File: config.mk
export PLATFORM = sky130hd
export DESIGN_NAME = kvc_regs
export DESIGN_NICKNAME = d
export VERILOG_FILES = /design/src/design/kvc_pkg.sv /design/src/design/kvc_regs.sv
export SDC_FILE = /design/constraint.sdc
export NUM_CORES = 1
export LEC_CHECK = 0
export ABC_AREA = 1
export ABC_CLOCK_PERIOD_IN_PS = 950
export BUFFER_PORTS_ARGS = -buffer_cell sky130_fd_sc_hd__buf_2
export CELL_PAD_IN_SITES_DETAIL_PLACEMENT = 0
export CELL_PAD_IN_SITES_GLOBAL_PLACEMENT = 1
export CORE_UTILIZATION = 29
export DETAILED_ROUTE_END_ITERATION = 6
export PLACE_DENSITY = 0.74
export SETUP_SLACK_MARGIN = 0.05
export SYNTH_ARGS = -nofsm -noshare
export SYNTH_HDL_FRONTEND = slang
export SYNTH_SLANG_ARGS = --single-unit
File: constraint.sdc
create_clock -name i_clk -period 0.95 [get_ports i_clk]
set_clock_uncertainty 0.05 [all_clocks]
set_input_delay 0.095 -clock i_clk [delete_from_list [all_inputs] [get_ports i_clk]]
set_output_delay 0.095 -clock i_clk [all_outputs]
set_load 0.05 [all_outputs]
File: src/design/kvc_pkg.sv
`timescale 1ns / 1ps
// ----------------------------------------------------------------------------
// kvc_pkg
// shared types and constants for the keyed vigenere cipher
// ----------------------------------------------------------------------------
package kvc_pkg;

    localparam int ALPHA       = 26;
    localparam int ADDR_W      = 6;
    localparam int DATA_W      = 64;
    localparam logic [7:0] LETTER_A = 8'd65;
    localparam logic [7:0] LETTER_Z = 8'd90;

    typedef logic [4:0] t_letter;

    typedef enum logic [2:0] {
        REG_KEY_LOW  = 3'd0,
        REG_KEY_MID  = 3'd1,
        REG_KEY_HIGH = 3'd2,
        REG_KEY_LEN  = 3'd3,
        REG_DIR      = 3'd4
    } t_reg_idx;

    typedef struct packed {
        logic [7:0] data_byte;
        logic       message_start;
    } t_in_item;

    typedef struct packed {
        logic [7:0] result_byte;
        logic       key_error;
    } t_out_item;

    typedef struct packed {
        logic [59:0] key_letters_low;
        logic [59:0] key_letters_mid;
        logic [9:0]  key_letters_high;
        logic [4:0]  key_length;
        logic        direction;
    } t_cfg;

    typedef struct packed {
        t_letter [ALPHA-1:0] mixed;
        t_letter [ALPHA-1:0] inv;
        logic                invalid;
    } t_alpha_tab;

endpackage

File: src/design/kvc_regs.sv
`timescale 1ns / 1ps
// ----------------------------------------------------------------------------
// kvc_regs
// apb register file holding the key letters, key length and direction
// ----------------------------------------------------------------------------
module kvc_regs (
    input  logic                  i_clk,
    input  logic                  i_rst_n,
    input  logic                  psel,
    input  logic                  penable,
    input  logic                  pwrite,
    input  logic [kvc_pkg::ADDR_W-1:0] paddr,
    input  logic [kvc_pkg::DATA_W-1:0] pwdata,
    output logic [kvc_pkg::DATA_W-1:0] prdata,
    output logic                  pready,
    output kvc_pkg::t_cfg         o_cfg
);
    import kvc_pkg::*;

    t_cfg     r_cfg;
    t_reg_idx idx;
    logic     wr_en;

    assign idx    = t_reg_idx'(paddr[ADDR_W-1:3]);
    assign pready = 1'b1;
    assign wr_en  = psel && penable && pwrite && pready;
    assign o_cfg  = r_cfg;

    always_ff @(posedge i_clk) begin
        if (!i_rst_n) begin
            r_cfg.key_letters_low  <= '0;
            r_cfg.key_letters_mid  <= '0;
            r_cfg.key_letters_high <= '0;
            r_cfg.key_length       <= 5'd1;
            r_cfg.direction        <= 1'b0;
        end else if (wr_en) begin
            case (idx)
                REG_KEY_LOW:  r_cfg.key_letters_low  <= pwdata[59:0];
                REG_KEY_MID:  r_cfg.key_letters_mid  <= pwdata[59:0];
                REG_KEY_HIGH: r_cfg.key_letters_high <= pwdata[9:0];
                REG_KEY_LEN:  r_cfg.key_length       <= pwdata[4:0];
                REG_DIR:      r_cfg.direction        <= pwdata[0];
                default: begin
                end
            endcase
        end
    end

    always_comb begin
        case (idx)
            REG_KEY_LOW:  prdata = {4'd0, r_cfg.key_letters_low};
            REG_KEY_MID:  prdata = {4'd0, r_cfg.key_letters_mid};
            REG_KEY_HIGH: prdata = {54'd0, r_cfg.key_letters_high};
            REG_KEY_LEN:  prdata = {59'd0, r_cfg.key_length};
            REG_DIR:      prdata = {63'd0, r_cfg.direction};
            default:      prdata = '0;
        endcase
    end

endmodule

==> impl_metrics.csv <==
group,metric,value,unit
timing,final_max_slew_viol_count,0,
timing,min_period_over_period,1.44,
place,post-place-ws,-527,ps
clock_tree,root_buffer,"clkbuf_16",
drt,post-route-drc-count,0,
timing,fmax,730,MHz
power_and_ir_drop,powerDensity,986,mW/mm^2
floorplanning,die_h,152,um
worst_setup_path,reg2reg_from,"o_cfg[46]",
status,status,"complete, but fails checks",
global_route,grt_overflow,0,
power_and_ir_drop,p_total,15.9,mW
worst_setup_path,startpoint,"paddr[5]",
drt,via_count,8560,
finish,area_delta_synth_final,148,%
worst_setup_path,r2r_setup_slack,-50,ps
clock_tree,cts_made_buffers,17,
finish,drive_gt1_frac,0.587,
global_route,grt_pass1_vias,8379,
drt,firstDrtPassIters,6,
global_route,grt_antenna_before_repair,1,
synth,synth_cells,1048,
timing,layout_setup_ws,-420,ps
global_route,grt_pass1_wl,46100,um
place,port_buffers,263,
worst_setup_path,startpoint_type,"primary input",
clock_tree,cts_tree,"done",
power_and_ir_drop,p_leak,7.39,nW
clock_tree,cts.path.max_buffers,2,
drt,vias_per_cell,4.79,
synth,yosysTopAreaCell,"dfxtp_1",
floorplanning,dieArea,0.0230,mm^2
global_route,grt_max_degree,41,
synth,seq_area_frac_synth,0.418,
drt,routedWlPerCell,17.7,um
floorplanning,ios,276,
min_path,whs_path_depth,3,
finish,largest_reg_flops,136,
clock_tree,path_clk_slew,60,ps
global_route,grt.total_usage,0.252,
place,dp_hpwl,16000,um
place,place_congestion,0.765,
floorplanning,core.rowCount,54,
timing,rsz0062_at_grt,"true",
timing,holdWs,0.253,ps
synth,yosysWarnings,0,
timing,tns,-51590,ps
power_and_ir_drop,peakVddDrop,0.00131,V
worst_setup_path,endpoint_kind,"primary output",
synth,synth_seq_cells,136,
finish,layout.nets,1569,
floorplanning,chipWidth,152,um
worst_setup_path,worstPathRequired,810,ps
drt,drt_iter0_markers,343,
worst_setup_path,crit_path_max_fanout,8,
synth,avgSynthCellArea,6.21,um^2
synth,synthDistinctLibCells,18,
drt,antenna_left,0,
min_path,hold_end,"o_cfg[53]",
min_path,min-delay-start,"i_rst_n",
floorplanning,fp.coreArea,0.0219,mm^2
drt,routed_wl,31600,um
min_path,hold_path.class,"primary input to register",
clock_tree,clkLatencyLatePin,410,ps
timing,final-hold-violation-count,0,
worst_setup_path,r2r_end,"o_cfg[46]",
synth,synth_area_leaders,"dfxtp_1, nand2_1, nor2_1, nand3_1, inv_1",
timing,setup_viol,294,
worst_setup_path,path_class,"primary input to primary output",
clock_tree,cts_sinks,136,
status,violations,"negative setup slack",
synth,synth_area,0.00651,mm^2
synth,synthDominantCellAreaShare,0.418,
worst_setup_path,worstPathArrival,1220,ps
clock_tree,cts_max_level,4,
timing,fin_crit,1370,ps
floorplanning,start_util,0.297,
job,drv_cap,0,
worst_setup_path,r2r_cells,5,
[metrics by stage]
stage	utilization	cell area [um^2]	cells
6_report	0.738	16200	1787
3_3_place_gp	0.471	10300	1610
2_1_floorplan	-	8250	1051
3_5_place_dp	0.471	10300	1610
5_1_grt	0.738	16200	1787
4_1_cts	0.695	15200	1755
[layer usage]
metal / global-route usage / wire length, um / up-vias
met5: 0 / 0 / -
met4: 0.105 / 788 / 0
met3: 0.0448 / 1740 / 61
met2: 0.429 / 16300 / 327
met1: 0.313 / 12800 / 4045
li1: - / - / 4127
[report_power, final]
part | internal, mW | switching, mW | leakage (nW)
Clock | 4.81 | 2.62 | 0.319
Combinational | 1.32 | 1.53 | 5.87
Sequential | 5.51 | 0.131 | 1.20
Total | 11.6 | 4.28 | 7.39
[cells in the mapped netlist]
library cell	instances
clkinv_1	1
conb_1	2
buf_4	14
nor2_1	277
buf_1	15
nor2_2	6
nand2_1	329
clkbuf_1	2
nand3_2	1
nand3_1	142
a21oi_1	5
nand4_1	2
buf_2	37
o21ai_0	1
dfxtp_1	136
inv_1	68
buf_6	7
inv_2	3
[kinds of logic (layout without fill, tap and decap cells)]
group | Yosys count | count (layout) | share of synthesized area
simple gates | 757 | 758 | 0.468
buf+inv | 147 | 601 | 0.108
flops | 136 | 136 | 0.418
compound gates | 6 | 6 | 0.00461
other cells | 2 | 6 | 0.00115
[final cells by class]
type,instances,area (um^2)
Antenna cell,1,2.50
Clock buffer,20,458
Clock inverter,11,195
Fill cell,1496,5740
Inverter,72,303
Multi-Input combinational cell,769,5340
Sequential cell,136,3170
Tap cell,280,350
Timing Repair Buffer,498,6330
[cells in the final DEF (no fill, tap or decap), types with 4 or more instances in the layout]
cell type        n
a21oi_4          4
buf_12          36
buf_16          15
buf_2           63
buf_4           55
buf_6           63
buf_8          202
bufinv_16        5
clkbuf_16       24
clkinv_4         4
conb_1           5
dfxtp_2         27
dfxtp_4        109
dlygate4sd3_1   58
inv_1           59
inv_2            6
inv_4            5
nand2_1        149
nand2_2         38
nand2_4         78
nand2_8         64
nand3_1         77
nand3_2         57
nand3_4          9
nor2_1         268
nor2_2           4
nor2_4          12
[timing repair]
action	CTS	global route
hold endpoints to repair	115	0
gates cloned	14	8
buffers inserted	43	46
setup endpoints to repair	229	310
gates resized for setup	849	193
pin swaps	42	91
hold buffers	59	0
[critical path: stages]
cell and delay [ps]:
buf_12 110, inv_8 60, nand2_4 50, nor2_4 140
buf_12 130, buf_12 150, buf_16 210, nand2_8 70
nand2_8 60, buf_8 140
[worst max path at each step]
stage | to | slack (ps) | depth (start not counted)
floorplan | prdata[26] | -190 | 8
global placement | prdata[8] | -520 | 8
detailed placement | prdata[37] | -530 | 8
CTS | prdata[0] | -450 | 5
global route | prdata[0] | -480 | 5
finish | prdata[23] | -420 | 10
No activity file was read; power rests on OpenSTA's default activity.
