### config.mk
export PLATFORM = sky130hd
export DESIGN_NAME = kvc_core
export DESIGN_NICKNAME = d
export VERILOG_FILES = /design/src/design/kvc_pkg.sv /design/src/design/kvc_core.sv
export SDC_FILE = /design/constraint.sdc
export NUM_CORES = 1
export LEC_CHECK = 0
export BUFFER_PORTS_ARGS = -buffer_cell sky130_fd_sc_hd__buf_2
export CELL_PAD_IN_SITES_DETAIL_PLACEMENT = 0
export CELL_PAD_IN_SITES_GLOBAL_PLACEMENT = 1
export CORE_ASPECT_RATIO = 0.9
export CORE_MARGIN = 4
export CORE_UTILIZATION = 38
export CTS_BUF_LIST = sky130_fd_sc_hd__clkbuf_8
export DETAILED_ROUTE_END_ITERATION = 8
export HOLD_SLACK_MARGIN = 0.12
export PLACE_DENSITY_LB_ADDON = 0.25
export SETUP_SLACK_MARGIN = 0.5
export SYNTH_ARGS = -nofsm -noshare
export SYNTH_HDL_FRONTEND = slang
export SYNTH_SLANG_ARGS = --single-unit
### constraint.sdc
create_clock -name i_clk -period 7.1 [get_ports i_clk]
set_input_delay 1.065 -clock i_clk [delete_from_list [all_inputs] [get_ports i_clk]]
set_output_delay 1.065 -clock i_clk [all_outputs]
set_load 0.1 [all_outputs]
### src/design/kvc_pkg.sv
`timescale 1ns / 1ps
// ----------------------------------------------------------------------------
// kvc_pkg
// shared types and constants for the keyed vigenere cipher
// ----------------------------------------------------------------------------
package kvc_pkg;

    localparam int ALPHA       = 26;
    localparam int ADDR_W      = 6;
    localparam int DATA_W      = 64;
    localparam logic [7:0] LETTER_A = 8'd65;
    localparam logic [7:0] LETTER_Z = 8'd90;

    typedef logic [4:0] t_letter;

    typedef enum logic [2:0] {
        REG_KEY_LOW  = 3'd0,
        REG_KEY_MID  = 3'd1,
        REG_KEY_HIGH = 3'd2,
        REG_KEY_LEN  = 3'd3,
        REG_DIR      = 3'd4
    } t_reg_idx;

    typedef struct packed {
        logic [7:0] data_byte;
        logic       message_start;
    } t_in_item;

    typedef struct packed {
        logic [7:0] result_byte;
        logic       key_error;
    } t_out_item;

    typedef struct packed {
        logic [59:0] key_letters_low;
        logic [59:0] key_letters_mid;
        logic [9:0]  key_letters_high;
        logic [4:0]  key_length;
        logic        direction;
    } t_cfg;

    typedef struct packed {
        t_letter [ALPHA-1:0] mixed;
        t_letter [ALPHA-1:0] inv;
        logic                invalid;
    } t_alpha_tab;

endpackage

### src/design/kvc_core.sv
`timescale 1ns / 1ps
// ----------------------------------------------------------------------------
// kvc_core
// input register, per-byte substitution and result register
// ----------------------------------------------------------------------------
module kvc_core (
    input  logic                i_clk,
    input  logic                i_rst_n,
    input  kvc_pkg::t_cfg       i_cfg,
    input  kvc_pkg::t_alpha_tab i_cand,
    input  logic                i_in_valid,
    output logic                o_in_ready,
    input  kvc_pkg::t_in_item   i_in,
    output logic                o_out_valid,
    input  logic                i_out_ready,
    output kvc_pkg::t_out_item  o_out
);
    import kvc_pkg::*;

    logic       r_s1_valid;
    t_in_item   r_s1;
    logic       r_out_valid;
    t_out_item  r_out;
    t_alpha_tab r_tab;
    t_letter    r_pos;

    t_out_item  n_out;
    t_letter    n_pos;
    t_alpha_tab tab;
    t_letter    pos;
    t_letter    k;
    t_letter    p;
    t_letter    code;
    logic [5:0] sum;
    logic [5:0] diff;
    logic [5:0] nxt;
    logic       is_letter;
    logic       out_free;
    logic       s1_move;

    assign out_free    = !r_out_valid || i_out_ready;
    assign s1_move     = r_s1_valid && out_free;
    assign o_in_ready  = !r_s1_valid || s1_move;
    assign o_out_valid = r_out_valid;
    assign o_out       = r_out;

    always_comb begin
        tab       = r_s1.message_start ? i_cand : r_tab;
        pos       = r_s1.message_start ? 5'd0 : r_pos;
        k         = tab.mixed[pos];
        is_letter = (r_s1.data_byte >= LETTER_A) && (r_s1.data_byte <= LETTER_Z);
        p         = 5'(r_s1.data_byte - LETTER_A);

        sum = {1'b0, p} + {1'b0, k};
        if (sum >= 6'(ALPHA)) begin
            sum = sum - 6'(ALPHA);
        end
        diff = {1'b0, tab.inv[p]} + 6'(ALPHA) - {1'b0, k};
        if (diff >= 6'(ALPHA)) begin
            diff = diff - 6'(ALPHA);
        end

        if (i_cfg.direction) begin
            code = diff[4:0];
        end else begin
            code = tab.mixed[sum[4:0]];
        end

        if (!tab.invalid && is_letter) begin
            n_out.result_byte = LETTER_A + {3'd0, code};
        end else begin
            n_out.result_byte = r_s1.data_byte;
        end
        n_out.key_error = tab.invalid;

        nxt = {1'b0, pos} + 6'd1;
        if (nxt >= {1'b0, i_cfg.key_length} || nxt >= 6'(ALPHA)) begin
            nxt = '0;
        end
        n_pos = nxt[4:0];
    end

    always_ff @(posedge i_clk) begin
        if (!i_rst_n) begin
            r_s1_valid  <= 1'b0;
            r_out_valid <= 1'b0;
            r_pos       <= '0;
            for (int n = 0; n < ALPHA; n++) begin
                r_tab.mixed[n] <= 5'(n);
                r_tab.inv[n]   <= 5'(n);
            end
            r_tab.invalid <= 1'b0;
        end else begin
            if (o_in_ready) begin
                r_s1_valid <= i_in_valid;
            end
            if (out_free) begin
                r_out_valid <= r_s1_valid;
            end
            if (s1_move) begin
                r_pos <= n_pos;
                r_tab <= tab;
            end
        end
    end

    always_ff @(posedge i_clk) begin
        if (o_in_ready && i_in_valid) begin
            r_s1 <= i_in;
        end
        if (s1_move) begin
            r_out <= n_out;
        end
    end

`ifndef NO_ASSERTIONS
    a_pos_range: assert property (@(posedge i_clk) disable iff (!i_rst_n)
        r_pos < 5'(ALPHA))
        else $error("key position out of range");

    a_ready_when_empty: assert property (@(posedge i_clk) disable iff (!i_rst_n)
        !r_out_valid |-> o_in_ready)
        else $error("input stalled with empty result register");

    a_error_passthrough: assert property (@(posedge i_clk) disable iff (!i_rst_n)
        s1_move && tab.invalid |=> r_out.key_error
            && r_out.result_byte == $past(r_s1.data_byte))
        else $error("invalid key did not pass data through");

    a_letter_stays_letter: assert property (@(posedge i_clk) disable iff (!i_rst_n)
        s1_move && is_letter |=> r_out.result_byte >= LETTER_A
            && r_out.result_byte <= LETTER_Z)
        else $error("letter mapped outside the alphabet");
`endif

endmodule

==> results.sh, run 1 <==
export IMPL_r2r_cells=26
export IMPL_drt_initial_drc_count=1195
export IMPL_core_area_um2=44300
export IMPL_period_share=0.897
export IMPL_synth_fp_nets=2319
export IMPL_worst_slack_ns=0.730
export IMPL_finalClockSkew_ns=0.0278
export IMPL_antenna_left=0
export IMPL_p_clk_frac=0.317
export IMPL_start_util=0.386
export IMPL_clk_pin_slew_ns=0.06
export IMPL_synthXorXnorAreaFrac=0.00981
export IMPL_synthFlopType="dfxtp_1"
export IMPL_grt_util_all_layers=0.229
export IMPL_async_flop_share=0
export IMPL_drv_cap=0
export IMPL_worstHoldPathCells=0
export IMPL_total_leakage_power_nw=8.22
export IMPL_p_int_mw=3.12
export IMPL_clk_latency_ns=0.63
export IMPL_multiInputGateArea_um2=10400
export IMPL_muxShareOfSynthArea=0.244
export IMPL_synth_top_family_by_area="multiplexers"
export IMPL_fillers=4377
export IMPL_dp_cells=2671
export IMPL_vias=15337
export IMPL_worstPathMaxFanout=11
export IMPL_share_comb_of_total_power=0.317
export IMPL_holdBufCountCts=0
export IMPL_nets=2571
export IMPL_final_cell_mix="562 x nand2_1, 289 x buf_2, 267 x dfxtp_1"
export IMPL_slew_viol_final=0
export IMPL_clock_sinks=286
export IMPL_dieArea_um2=48400
export IMPL_clockBufferDepth=3
export IMPL_routedWlPerCell_um=20.5
export IMPL_fin_util=0.457
export IMPL_ir_drop_mv=0.107
export IMPL_stdcell_area_um2=20300
export IMPL_grt_overflow=0
export IMPL_finalSetupTns_ns=0
export IMPL_grt_start_max_net_pins=171
export IMPL_powerDensity_nw_per_um2=235
export IMPL_cp_arrival_ns=6.75
export IMPL_final_cells=2780
export IMPL_finalSetupViolCount=0
export IMPL_netlist_area_leader_share=0.314
export IMPL_hold_ws_ns=0.455
export IMPL_synth_area_per_cell_um2=9.09
export IMPL_yosys_area_share_simple=0.194
export IMPL_gp_congestion=0.888
export IMPL_yosysTopAreaCell="dfxtp_1"
export IMPL_ys_types=76
export IMPL_p_seq_frac=0.366
export IMPL_grt_pass1_vias=15110
export IMPL_drc=0
export IMPL_synth_cells=1880
export IMPL_status="finished, final reports clean"
export IMPL_rsz0062_at_grt="false"
export IMPL_startpoint_type="register"
export IMPL_cts_buffers=53
export IMPL_final_common_cell="nand2_1"
export IMPL_grt_pass1_wl_um=87600
export IMPL_area_growth_pct=18.5
export IMPL_antenna_found_initial=17
export IMPL_synth_compound_area_share=0.136
export IMPL_drt_first_pass_iters=5
export IMPL_synth_edff_count=18
export IMPL_cts_root_buf="clkbuf_8"
export IMPL_cp_end_kind="register"
export IMPL_dp_worst_setup_slack_ns=0.514
export IMPL_timing_fmax_mhz=157
export IMPL_period_needed_ns=6.37
export IMPL_hold_viol_final=0
export IMPL_dpl_cell_area_um2=19200
export IMPL_hp_class="register to register"
export IMPL_cts_tree="yes"
export IMPL_ys_seq_area_frac=0.346
export IMPL_fp_row_count=73
export IMPL_ys_seq_elements=286
export IMPL_yosys_warnings=0
export IMPL_worst_pin_slew_ns=1.09
export IMPL_portBuffers=290
export IMPL_netlist_area_um2=17100
export IMPL_synth_area_leaders="dfxtp_1 31%, mux4_2 19%, nand2_1 12%"
export IMPL_max_slew_margin=0.274
export IMPL_p_sw_frac=0.344
export IMPL_wl_um=57100
export IMPL_pin_count=421
export IMPL_crit_type="register to register"
export IMPL_dpl_hpwl_um=40200
export IMPL_switchingPower_mw=1.64
export IMPL_total_power_mw=4.76
export IMPL_critPathRequiredTime_ns=7.48
export IMPL_die_h_um=209
export IMPL_die_w_um=232
export IMPL_vias_per_cell=5.52
export IMPL_yosys_area_share_adder=0.0221
export IMPL_htreeDepth=2
export IMPL_seq_area_um2=5910
export IMPL_drive_above_1_share=0.284
[power groups by stage]
stage               combinational [mW]  sequential [mW]  clock (mW)
finish                            1.51             1.74        1.51
global route                      1.63             1.75        1.63
CTS                               1.49             1.74        1.57
detailed placement                1.48             1.78           0
global placement                  1.46             1.77           0
floorplan                        0.976             1.78           0
[critical path: stages (launching register included)]
cell and delay (ns):
dfxtp_1 0.64, nor2_1 0.24, buf_4 0.25, nand2_1 0.06
o21ai_0 0.09, a21oi_1 0.34, mux4_2 0.32, nand2_1 0.07
o21ai_0 0.23, ha_2 0.29, inv_1 0.05, fa_1 0.46
xnor2_1 0.36, inv_2 0.13, nand2_1 0.21, a31oi_4 0.20
o31ai_2 0.35, buf_4 0.22, nand2_1 0.05, o32ai_1 0.37
a311oi_2 0.14, nor3_1 0.31, inv_1 0.07, ha_1 0.21
nand3_1 0.09, xor2_1 0.08, mux2_2 0.28
[per-layer routing]
| metal | GRT usage | share of wire | up-vias |
|---|---|---|---|
| met5 | 0 | 0.0018 | - |
| met3 | 0.0635 | 0.082 | 102 |
| met1 | 0.324 | 0.45 | 7474 |
| met4 | 0.0711 | 0.024 | 18 |
| li1 | - | - | 7226 |
| met2 | 0.342 | 0.44 | 517 |
[synthesized netlist by cell type, types with 3 or more instances]
master / number
nand2_1: 563
dfxtp_1: 268
a21boi_0: 149
mux4_2: 147
nand3_1: 131
clkbuf_1: 107
mux2i_1: 60
inv_1: 44
o21ai_0: 44
nor2_1: 35
buf_2: 33
a21oi_1: 29
ha_1: 27
mux2_2: 20
edfxtp_1: 18
nor3_1: 18
a22oi_1: 12
buf_1: 12
nor2b_1: 12
o221ai_1: 11
nand4_1: 9
o211ai_1: 9
xor2_1: 9
a211oi_1: 8
xnor2_1: 7
a31oi_1: 6
and2_1: 6
nand2b_1: 6
o22ai_1: 5
and3_1: 4
o2111ai_1: 4
o311ai_0: 4
a2111oi_0: 3
buf_6: 3
o211a_1: 3
[registers in the layout, summed over array words and instances (netlist names)]
name,flops
r_tab,261
r_s1,9
o_out_valid,1
o_out,9
r_pos,5
r_s1_valid,1
[final cells by class]
| type | count | area share |
|---|---|---|
| sequential | 286 | 0.292 |
| multi-input combinational | 1392 | 0.514 |
| inverter | 47 | 0.00890 |
| tap | 600 | 0.0371 |
| clock inverter | 36 | 0.00778 |
| clock buffer | 60 | 0.0408 |
| timing repair buffer | 352 | 0.0993 |
| antenna | 7 | 0.000865 |
[cell families after synthesis]
kind of cell | after synthesis
AND/OR/NAND/NOR | 797
adder cells (fa/ha/maj) | 29
buffers and inverters | 202
flip-flops | 286
AO/OA/AOI/OAI | 320
XOR/XNOR | 17
multiplexers | 229
[timing repair]
action | CTS | global route
endpoints found under the hold margin | 0 | 0
cloned | 0 | 0
endpoints found under the setup margin | 1 | 5
pin swaps | 0 | 1
setup buffers | 0 | 6
resized for setup | 1 | 2
[worst paths after layout]
path / slack [ns] / startpoint / endpoint
worst min-delay path: 0.45 / r_s1[8] / o_out[8]
worst max register to register: 0.73 / r_pos[2] / o_out[5]
worst max-delay path: 0.73 / r_pos[2] / o_out[5]
worst min register to register: 0.45 / r_s1[8] / o_out[8]
No activity file was read; power rests on OpenSTA's default activity.
==> run 2, diff against run 1 <==
Settings changed: CELL_PAD_IN_SITES_DETAIL_PLACEMENT 0 to not set, CELL_PAD_IN_SITES_GLOBAL_PLACEMENT 1 to not set, CORE_UTILIZATION 38 to 51.
==> results.sh, run 2 (synthesized netlist as in run 1, its figures left out) <==
export IMPL_status="finished, final reports clean"
export IMPL_die_w_um=201
export IMPL_dp_worst_setup_slack_ns=0.347
export IMPL_reg2reg_setup_slack_ns=0.79
export IMPL_cp_common_cell="buf_4"
export IMPL_final_cells=2584
export IMPL_drt_initial_drc_count=1457
export IMPL_holdBufCountCts=0
export IMPL_htreeDepth=2
export IMPL_worst_pin_slew_ns=1.04
export IMPL_final_cell_mix="562 x nand2_1, 289 x buf_2, 267 x dfxtp_1"
export IMPL_drv_cap=0
export IMPL_wl_um=52800
export IMPL_routedWlPerCell_um=20.4
export IMPL_drt_first_pass_iters=5
export IMPL_clock_sinks=286
export IMPL_dieArea_um2=36500
export IMPL_pin_count=421
export IMPL_worstPathMaxFanout=12
export IMPL_drc=0
export IMPL_grt_util_all_layers=0.278
export IMPL_nets=2557
export IMPL_portBuffers=290
export IMPL_max_stage_delay_ns=0.44
export IMPL_ir_drop_mv=0.237
export IMPL_slew_viol_final=0
export IMPL_start_util=0.517
export IMPL_crit_path_cell_trace="buf_12 > nor2b_1 > buf_4 > a22oi_1 > o21ai_0 > o21ai_0 > and2_1 > a221oi_1 > inv_1 > ha_1 > a21o_1 > and3_1 > or2_1 > o211ai_4 > nand2_2 > buf_4 > a211oi_1 > a21boi_0 > a222oi_1 > buf_4 > ha_1 > nand3_1 > xor2_1 > mux2_2"
export IMPL_clk_pin_slew_ns=0.07
export IMPL_cts_buffers=49
export IMPL_grt_start_max_net_pins=143
export IMPL_powerDensity_nw_per_um2=240
export IMPL_antenna_left=0
export IMPL_top_register="r_tab"
export IMPL_path_buf_inv=5
export IMPL_total_power_mw=4.81
export IMPL_dp_cells=2487
export IMPL_startpoint_type="register"
export IMPL_worst_slack_ns=0.789
export IMPL_dpl_hpwl_um=37300
export IMPL_drive_above_1_share=0.286
export IMPL_vias_per_cell=5.99
export IMPL_rsz0062_at_grt="false"
export IMPL_slowest_stage="nor2b_1"
export IMPL_hold_viol_final=0
export IMPL_antenna_found_initial=15
export IMPL_clockBufferDepth=3
export IMPL_timing_fmax_mhz=158
export IMPL_grt_pass1_wl_um=82600
export IMPL_grt_overflow=0
export IMPL_critPathTopFamily="compound AO/OA/AOI/OAI gates"
export IMPL_period_needed_ns=6.31
export IMPL_cts_tree="yes"
export IMPL_cts_root_buf="clkbuf_8"
export IMPL_finalSetupViolCount=0
export IMPL_final_common_cell="nand2_1"
export IMPL_max_slew_margin=0.307
export IMPL_fp_row_count=63
export IMPL_finalClockSkew_ns=0.0359
export IMPL_period_share=0.889
export IMPL_cp_end_kind="register"
export IMPL_clk_latency_ns=0.60
export IMPL_critPathRequiredTime_ns=7.46
export IMPL_grt_pass1_vias=15160
export IMPL_gp_congestion=0.980
export IMPL_area_growth_pct=17.0
export IMPL_core_area_um2=33000
export IMPL_largest_register_ff_count=261
export IMPL_vias=15475
export IMPL_crit_type="register to register"
export IMPL_total_leakage_power_nw=8.15
export IMPL_finalSetupTns_ns=0
export IMPL_die_h_um=182
export IMPL_cp_arrival_ns=6.67
export IMPL_hp_class="register to register"
## run 2: timing repair
item	in CTS	in global routing
setup buffers	0	2
resized for setup	2	7
endpoints found under the setup margin	3	5
## run 2: metal layers
metal / up-vias / GRT usage / wire (um)
met3: 108 / 0.0830 / 4880
met4: 16 / 0.0826 / 1350
met5: - / 0 / 108
met2: 670 / 0.427 / 24200
li1: 7213 / - / -
met1: 7468 / 0.384 / 22300
## run 2: final timing paths
check | from | end | cells after the start
min | r_s1[7] | o_out[7] | 0
max | r_s1[0] | o_out[5] | 24
max reg2reg | r_s1[0] | o_out[5] | 24
min reg2reg | r_s1[7] | o_out[7] | 0
## run 2: area by class of cell
class                           instances  area, um^2
Antenna cell                            7        17.5
Clock buffer                           56         771
Clock inverter                         32         253
Fill cell                            2866       13000
Inverter                               47         178
Multi-Input combinational cell       1392       10400
Sequential cell                       286        5910
Tap cell                              422         528
Timing Repair Buffer                  342        1910
## run 2: stage by stage
step / cell area [um^2] / hold slack, ns / utilization
final: 20000 / 0.455 / 0.606
after floorplan: 17100 / 0.436 / -
after global routing: 20000 / 0.464 / 0.605
after CTS: 19900 / 0.453 / 0.603
after global placement: 18900 / 0.436 / 0.572
after detailed placement: 18900 / 0.443 / 0.572
## run 2: power by group
group          switching [mW]  internal, mW
clock network           0.718         0.870
logic                   0.853         0.629
registers              0.0425          1.70
total                    1.61          3.19
